==> src/hdl/eatm_pkg.sv <==
// Shared types and constants for the event action table matcher.
// Used by eatm_table_ram and event_action_table_matcher_core; no dependencies.
`timescale 1ns / 1ps

package eatm_pkg;

   localparam int ENTRIES      = 32;
   localparam int PINS         = 32;
   localparam int IDX_W        = $clog2(ENTRIES);
   localparam int CNT_W        = IDX_W + 1;
   localparam int PIN_W        = 5;
   localparam int ACTIVE_W     = 6;
   localparam int TICKS_W      = 16;
   localparam int MAX_SCAN     = 32;

   typedef enum logic [1:0] {
      OP_LOAD    = 2'd0,
      OP_EVENT   = 2'd1,
      OP_RESTORE = 2'd2
   } opcode_type;

   typedef enum logic [1:0] {
      MODE_OFF    = 2'd0,
      MODE_ON     = 2'd1,
      MODE_TOGGLE = 2'd2,
      MODE_PULSE  = 2'd3
   } mode_type;

   typedef enum logic {
      ST_IDLE,
      ST_SCAN
   } state_type;

   // One table slot, 28 bits.
   typedef struct packed {
      logic [7:0]       node;
      logic [7:0]       mask;
      logic [PIN_W-1:0] pin;
      logic [3:0]       duration;
      logic [1:0]       mode;
      logic             dflt;
   } slot_type;

   // Port bundle between the core and the table memory.
   typedef struct packed {
      logic             wr_en;
      logic [IDX_W-1:0] wr_addr;
      slot_type         wr_data;
      logic             rd_en;
      logic [IDX_W-1:0] rd_addr;
   } ram_req_type;

endpackage

==> src/hdl/eatm_table_ram.sv <==
// Action table storage: one write port, one registered read port.
// Depends on eatm_pkg for the slot layout and depth.
`timescale 1ns / 1ps

module eatm_table_ram (
   input  logic                 clock,
   input  eatm_pkg::ram_req_type ram_req,
   output eatm_pkg::slot_type   rd_data
);
   import eatm_pkg::*;

   slot_type mem [ENTRIES];
   slot_type rd_data_ff;

   // Write the slot on a load.
   always_ff @(posedge clock) begin
      if (ram_req.wr_en) begin
         mem[ram_req.wr_addr] <= ram_req.wr_data;
      end
   end

   // Read one slot, data valid the next cycle; hold when not enabled.
   always_ff @(posedge clock) begin
      if (ram_req.rd_en) begin
         rd_data_ff <= mem[ram_req.rd_addr];
      end
   end

   assign rd_data = rd_data_ff;

endmodule

==> src/hdl/event_action_table_matcher_core.sv <==
// Event action table matcher: scans the action table for each event and issues
// pin commands. An event holds off the next request until its scan of n slots ends,
// n being active_entries saturated at 32, and longer on output stalls: the single table
// read port gives one slot a cycle unless the held command cannot move on. A command
// leaves once the next match is found, the last when the scan ends. Synchronous
// active-high reset clears mirror, scan length and control.
`timescale 1ns / 1ps

module event_action_table_matcher_core (
   input  logic                          clock,
   input  logic                          reset,
   // configuration
   input  logic                          csr_valid,
   output logic                          csr_ready,
   input  logic [eatm_pkg::ACTIVE_W-1:0] csr_wdata,
   // request channel
   input  logic                          req_valid,
   output logic                          req_ready,
   input  logic [1:0]                    req_opcode,
   input  logic [4:0]                    req_entry_index,
   input  logic [7:0]                    req_entry_node,
   input  logic [7:0]                    req_entry_mask,
   input  logic [4:0]                    req_entry_pin,
   input  logic [3:0]                    req_entry_duration,
   input  logic [1:0]                    req_entry_mode,
   input  logic                          req_entry_default,
   input  logic [7:0]                    req_event_node,
   input  logic [7:0]                    req_event_flags,
   input  logic [4:0]                    req_restore_pin,
   input  logic                          req_restore_level,
   // result channel
   output logic                          rsp_valid,
   input  logic                          rsp_ready,
   output logic [4:0]                    rsp_cmd_pin,
   output logic                          rsp_cmd_level,
   output logic [15:0]                   rsp_pulse_ticks,
   output logic                          rsp_restore_to,
   output logic                          rsp_last_cmd
);
   import eatm_pkg::*;

   state_type             state_ff, state_in;
   logic [ACTIVE_W-1:0]   active_ff;
   logic [CNT_W-1:0]      scan_lim_ff, scan_lim_in;
   logic [CNT_W-1:0]      scan_idx_ff, scan_idx_in;
   logic                  rd_vld_ff, rd_vld_in;
   logic [7:0]            ev_node_ff, ev_node_in;
   logic [7:0]            ev_flags_ff, ev_flags_in;
   logic [PINS-1:0]       levels_ff, levels_in;

   // held command, waiting to learn whether it is the last one
   logic                  pend_vld_ff, pend_vld_in;
   logic [PIN_W-1:0]      pend_pin_ff, pend_pin_in;
   logic                  pend_lvl_ff, pend_lvl_in;
   logic [TICKS_W-1:0]    pend_ticks_ff, pend_ticks_in;
   logic                  pend_rest_ff, pend_rest_in;

   // output register
   logic                  out_vld_ff, out_vld_in;
   logic [PIN_W-1:0]      out_pin_ff, out_pin_in;
   logic                  out_lvl_ff, out_lvl_in;
   logic [TICKS_W-1:0]    out_ticks_ff, out_ticks_in;
   logic                  out_rest_ff, out_rest_in;
   logic                  out_last_ff, out_last_in;

   ram_req_type           ram_req;
   slot_type              slot;

   logic                  req_fire;
   logic                  out_free;
   logic                  eval_match;
   logic                  scan_end;
   logic                  stall;
   logic                  finish;
   logic [CNT_W-1:0]      lim_now;
   logic                  new_lvl;
   logic [TICKS_W-1:0]    new_ticks;
   logic                  new_rest;

   eatm_table_ram u_table (
      .clock   (clock),
      .ram_req (ram_req),
      .rd_data (slot)
   );

   assign req_fire = req_valid && req_ready;
   assign out_free = !out_vld_ff || rsp_ready;
   assign csr_ready = 1'b1;

   // Saturate the scan length at the table depth.
   always_comb begin
      if (active_ff > ACTIVE_W'(MAX_SCAN)) begin
         lim_now = CNT_W'(MAX_SCAN);
      end else begin
         lim_now = CNT_W'(active_ff);
      end
   end

   // Match and command of the slot now under evaluation.
   assign eval_match = rd_vld_ff && (slot.node == ev_node_ff)
                       && ((slot.mask & ev_flags_ff) != 8'd0);
   assign scan_end   = (state_ff == ST_SCAN) && !rd_vld_ff
                       && (scan_idx_ff == scan_lim_ff);
   assign stall      = eval_match && pend_vld_ff && !out_free;
   assign finish     = scan_end && (!pend_vld_ff || out_free);

   always_comb begin
      new_ticks = '0;
      new_rest  = 1'b0;
      unique case (mode_type'(slot.mode))
         MODE_OFF:    new_lvl = 1'b0;
         MODE_ON:     new_lvl = 1'b1;
         MODE_TOGGLE: new_lvl = !levels_ff[slot.pin];
         default: begin
            new_lvl   = !slot.dflt;
            new_ticks = (TICKS_W'(1) << slot.duration) + TICKS_W'(1);
            new_rest  = slot.dflt;
         end
      endcase
   end

   // Next state.
   always_comb begin
      state_in = state_ff;
      unique case (state_ff)
         ST_IDLE: begin
            if (req_fire && (opcode_type'(req_opcode) == OP_EVENT)) begin
               state_in = ST_SCAN;
            end
         end
         ST_SCAN: begin
            if (finish) begin
               state_in = ST_IDLE;
            end
         end
      endcase
   end

   // State outputs.
   always_comb begin
      unique case (state_ff)
         ST_IDLE: req_ready = 1'b1;
         ST_SCAN: req_ready = 1'b0;
      endcase
   end

   // Datapath: request decode, table scan, command hand-off.
   always_comb begin
      scan_lim_in   = scan_lim_ff;
      scan_idx_in   = scan_idx_ff;
      rd_vld_in     = rd_vld_ff;
      ev_node_in    = ev_node_ff;
      ev_flags_in   = ev_flags_ff;
      levels_in     = levels_ff;
      pend_vld_in   = pend_vld_ff;
      pend_pin_in   = pend_pin_ff;
      pend_lvl_in   = pend_lvl_ff;
      pend_ticks_in = pend_ticks_ff;
      pend_rest_in  = pend_rest_ff;
      out_vld_in    = out_vld_ff && !rsp_ready;
      out_pin_in    = out_pin_ff;
      out_lvl_in    = out_lvl_ff;
      out_ticks_in  = out_ticks_ff;
      out_rest_in   = out_rest_ff;
      out_last_in   = out_last_ff;
      ram_req.wr_en   = 1'b0;
      ram_req.wr_addr = req_entry_index;
      ram_req.wr_data = '{node: req_entry_node, mask: req_entry_mask,
                          pin: req_entry_pin, duration: req_entry_duration,
                          mode: req_entry_mode, dflt: req_entry_default};
      ram_req.rd_en   = 1'b0;
      ram_req.rd_addr = scan_idx_ff[IDX_W-1:0];

      // Decode an accepted request.
      if (req_fire) begin
         unique case (opcode_type'(req_opcode))
            OP_LOAD: begin
               ram_req.wr_en = 1'b1;
               levels_in[req_entry_pin] = req_entry_default;
            end
            OP_RESTORE: begin
               levels_in[req_restore_pin] = req_restore_level;
            end
            OP_EVENT: begin
               ev_node_in  = req_event_node;
               ev_flags_in = req_event_flags;
               scan_lim_in = lim_now;
               scan_idx_in = '0;
               rd_vld_in   = 1'b0;
               pend_vld_in = 1'b0;
            end
            default: ;
         endcase
      end

      // Advance the scan one slot unless the held command cannot move on.
      if ((state_ff == ST_SCAN) && !stall) begin
         if (scan_idx_ff != scan_lim_ff) begin
            ram_req.rd_en = 1'b1;
            rd_vld_in     = 1'b1;
            scan_idx_in   = scan_idx_ff + CNT_W'(1);
         end else begin
            rd_vld_in = 1'b0;
         end
         if (eval_match) begin
            levels_in[slot.pin] = new_lvl;
            if (pend_vld_ff) begin
               out_vld_in   = 1'b1;
               out_pin_in   = pend_pin_ff;
               out_lvl_in   = pend_lvl_ff;
               out_ticks_in = pend_ticks_ff;
               out_rest_in  = pend_rest_ff;
               out_last_in  = 1'b0;
            end
            pend_vld_in   = 1'b1;
            pend_pin_in   = slot.pin;
            pend_lvl_in   = new_lvl;
            pend_ticks_in = new_ticks;
            pend_rest_in  = new_rest;
         end
      end

      // Flush the held command as the final one of the event.
      if (finish && pend_vld_ff) begin
         out_vld_in   = 1'b1;
         out_pin_in   = pend_pin_ff;
         out_lvl_in   = pend_lvl_ff;
         out_ticks_in = pend_ticks_ff;
         out_rest_in  = pend_rest_ff;
         out_last_in  = 1'b1;
         pend_vld_in  = 1'b0;
      end
   end

   // Control registers.
   always_ff @(posedge clock) begin
      if (reset) begin
         state_ff    <= ST_IDLE;
         active_ff   <= '0;
         levels_ff   <= '0;
         rd_vld_ff   <= 1'b0;
         pend_vld_ff <= 1'b0;
         out_vld_ff  <= 1'b0;
         scan_idx_ff <= '0;
         scan_lim_ff <= '0;
      end else begin
         state_ff    <= state_in;
         levels_ff   <= levels_in;
         rd_vld_ff   <= rd_vld_in;
         pend_vld_ff <= pend_vld_in;
         out_vld_ff  <= out_vld_in;
         scan_idx_ff <= scan_idx_in;
         scan_lim_ff <= scan_lim_in;
         if (csr_valid && csr_ready) begin
            active_ff <= csr_wdata;
         end
      end
   end

   // Payload registers.
   always_ff @(posedge clock) begin
      ev_node_ff    <= ev_node_in;
      ev_flags_ff   <= ev_flags_in;
      pend_pin_ff   <= pend_pin_in;
      pend_lvl_ff   <= pend_lvl_in;
      pend_ticks_ff <= pend_ticks_in;
      pend_rest_ff  <= pend_rest_in;
      out_pin_ff    <= out_pin_in;
      out_lvl_ff    <= out_lvl_in;
      out_ticks_ff  <= out_ticks_in;
      out_rest_ff   <= out_rest_in;
      out_last_ff   <= out_last_in;
   end

   assign rsp_valid       = out_vld_ff;
   assign rsp_cmd_pin     = out_pin_ff;
   assign rsp_cmd_level   = out_lvl_ff;
   assign rsp_pulse_ticks = out_ticks_ff;
   assign rsp_restore_to  = out_rest_ff;
   assign rsp_last_cmd    = out_last_ff;

endmodule

==> config.mk <==
export PLATFORM = sky130hd
export DESIGN_NAME = event_action_table_matcher_core
export DESIGN_NICKNAME = d
export VERILOG_FILES = /design/src/hdl/eatm_pkg.sv /design/src/hdl/eatm_table_ram.sv /design/src/hdl/event_action_table_matcher_core.sv
export SDC_FILE = /design/constraint.sdc
export NUM_CORES = 1
export LEC_CHECK = 0
export BUFFER_PORTS_ARGS = -buffer_cell sky130_fd_sc_hd__buf_2
export CORE_UTILIZATION = 62
export DETAILED_ROUTE_END_ITERATION = 6
export GPL_TIMING_DRIVEN = 0
export PLACE_DENSITY = 0.85
export SYNTH_ARGS = -nofsm -noshare
export SYNTH_HDL_FRONTEND = slang
export SYNTH_HIERARCHICAL = 1
export SYNTH_SLANG_ARGS = --single-unit
==> constraint.sdc <==
create_clock -name clock -period 4.25 [get_ports clock]
set_input_delay 0.6375 -clock clock [delete_from_list [all_inputs] [get_ports clock]]
set_output_delay 0.6375 -clock clock [all_outputs]
set_load 0.01 [all_outputs]
==> metrics.txt <==
final net count just under 3,000; Sink Count ~1,000; post-CTS sizing 0; syn avg cell area between 15 and 20 um^2; Die Width between 200 and 300 um; Final Critical Period ~4200 ps; WL final 111 mm; GPL Wtd Cong ~0.98; Starting Density 0.627; flop2flop setup slack between 80 and 90 ps; P_leak about 0.015 uW; Startpoint Class flip-flop; period utilization 0.980; WHS Path Cells 1; VDD IR max 413 uV; Mapped Area 42,200 um^2; Clock Tree Root clkbuf_16; Gate power share 0.025; Yosys top cell area share 0.702; remaining antenna violation count 0; Seq/Total Area, Yosys 0.728; placement row count 95; sequential share of power 0.545; fmax between 0.2 and 0.25 GHz; Syn Inst Count between 2,000 and 3,000; Final setup viols 0; Detail Placement HPWL 69.8 mm; Pwr Density 435 nW/um^2; Seq cells post-synth between 1,000 and 1,500; worst skew pair latency ~680 ps; reg2reg end u_table/mem[30][14]; wire length per cell ~29 um; crit path max fanout 28; # port buffers between 80 and 90; CTS clk-pin slew, worst paths ~60 ps; Worst R2R Start state_ff; RSZ-0062 raised after global routing no; yosys warns 6; synth unique cells 65; setup bufs post-CTS 0; placed cells roughly 3,600; critical path launch point state_ff; Post-synth EDFFs between 900 and 1,000; Hold WS 153 ps; Setup CP Type reg2reg; initial antenna violation count 3; crit end category flip-flop; via count 25,900; Slew headroom 0.144; switch share 0.202; Hold Path Origin req_event_flags[1]; Max Slew Vio Count 0; cell internal pwr ~16,000 uW; hold endpoint ev_flags_ff[1]; cell taking the most area after synthesis edfxtp_1; core area between 60,000 and 70,000 um^2; Worst Tran Pin Value 1280 ps; clock skew between 40 and 50 ps; Async SR Flop Fraction 0; die area 69,100 um^2; run status complete, no violations; Clk pwr share 0.430; Hold Path Class in2reg; final hold vios 0; WP data arrival between 4000 and 5000 ps; Max Buffers Root-to-Sink 3; required time of the critical path roughly 4500 ps; initial drt markers roughly 3,100; total of max-cap violations 0; First-pass DRT Iterations 7; P&R area growth vs syn 12.7%; synth top area cells edfxtp_1, mux2i_1, dfxtp_1; most common cell in the netlist edfxtp_1; vias in the first global route around 26,000; largest net degree at the start of global routing 36; vias per inst a little under 7; overflow left after global routing 0; most instantiated cells after synthesis edfxtp_1, mux2i_1, a21oi_1; DRC 0; Mapped Nets around 2,700; Reg2Reg Depth 5; final non-filler cell total approximately 3,800; Main synth FF type edfxtp_1; H-tree levels 3; TritonCTS Buffers 100; GRT Total Usage 0.318; TritonCTS clock tree built; hold_buf cts 0; P_sw roughly 4200 uW; global-route wire length before repair 161 mm; # IOs 95; Die Span Y 263 um; fraction of layout cells with a size suffix above 1 0.129
[cell usage in the layout, fill, tap and decap left out, drive strengths merged, types with 4 or more instances in the layout]
master / instances
a211oi: 7
a21boi: 9
a21oi: 142
a22o: 57
a22oi: 91
a311oi: 29
a31oi: 34
and2: 4
and3: 13
and3b: 7
buf: 196
bufinv: 11
clkbuf: 200
clkinv: 49
clkinvlp: 5
dfxtp: 55
edfxtp: 986
inv: 10
mux2: 8
mux2i: 465
mux4: 4
nand2: 118
nand2b: 8
nand3: 114
nand3b: 11
nand4: 11
nor2: 71
nor2b: 8
nor3: 59
nor3b: 15
o211ai: 18
o21a: 15
o21ai: 54
o311a: 5
or3: 4
or3b: 6
xnor2: 4
xor2: 11
[stage by stage]
stage / cell area, um^2 / power, uW / utilization / worst slack (ps) / setup TNS, ps
6_report: 47500 / 20700 / 0.707 / 87.0 / 0
3_5_place_dp: 44200 / 12000 / 0.657 / -93.7 / -16620
4_1_cts: 47500 / 20700 / 0.707 / 201 / 0
3_3_place_gp: 43700 / 11900 / 0.650 / -1280 / -731020
2_1_floorplan: 42200 / 11700 / - / 498 / 0
5_1_grt: 47500 / 21200 / 0.707 / 85.4 / 0
[how the worst max path moves through the flow]
stage | endpoint | slack, ps | depth (start not counted)
3_3_place_gp | u_table/mem[8][10] | -1280 | 7
5_1_grt | u_table/mem[30][14] | 90 | 5
3_5_place_dp | u_table/mem[30][9] | -90 | 6
4_1_cts | u_table/mem[30][14] | 200 | 5
6_report | u_table/mem[30][14] | 90 | 5
2_1_floorplan | u_table/mem[12][0] | 500 | 6
[worst max-delay path, cell delays in order, from the launching register on]
cell and delay [ps]:
dfxtp_1 360, or4b_2 730, clkbuf_1 260, inv_1 370
nand3b_1 850, nor2_4 1170
[flip-flops by register name (all words and copies together) (netlist names), 6 cells and up]
register / cells
rsp_pulse_ticks: 16
ev_flags_ff: 8
u_table/mem: 896
scan_lim_ff: 6
ev_node_ff: 8
active_ff: 6
pend_ticks_ff: 16
u_table/rd_data: 28
levels_ff: 32
scan_idx_ff: 6
[cells by family (layout without fill, tap and decap cells)]
logic type / count (synthesis) / count (layout) / share of synthesized area
fa+ha+maj: 2 / 2 / 0.000593
mux: 477 / 477 / 0.115
xor+xnor: 15 / 15 / 0.00311
simple gates: 464 / 464 / 0.0549
flops: 1041 / 1041 / 0.728
compound gates: 477 / 477 / 0.0757
buf+inv: 185 / 471 / 0.0228
other cells: 1 / 4 / 0.0000889
[area by class of cell]
cell class / instances / area [um^2]
clock buffers: 120 / 2640
well taps: 873 / 1090
inverters: 10 / 37.5
plain buffers: 175 / 923
fillers: 4037 / 19700
clock inverters: 65 / 667
diodes: 3 / 7.51
repair buffers: 101 / 723
flip-flops and latches: 1041 / 30700
multi-input cells: 1436 / 10700
[power by group through the flow]
| stage | clock, uW | combinational, uW | sequential (uW) |
|---|---|---|---|
| after CTS | 8950 | 509 | 11300 |
| after global placement | 0 | 469 | 11500 |
| after global routing | 9350 | 546 | 11300 |
| final | 8880 | 522 | 11300 |
| after detailed placement | 0 | 503 | 11500 |
| after floorplan | 0 | 222 | 11500 |
[routing by layer]
metal	vias up	wire, um	track usage
met5	-	28	0
met4	4	4960	0.140
met3	390	11300	0.0659
met2	1741	54900	0.536
met1	12900	39500	0.399
li1	10900	-	-
Note: power is estimated with default switching activity, not from simulation.
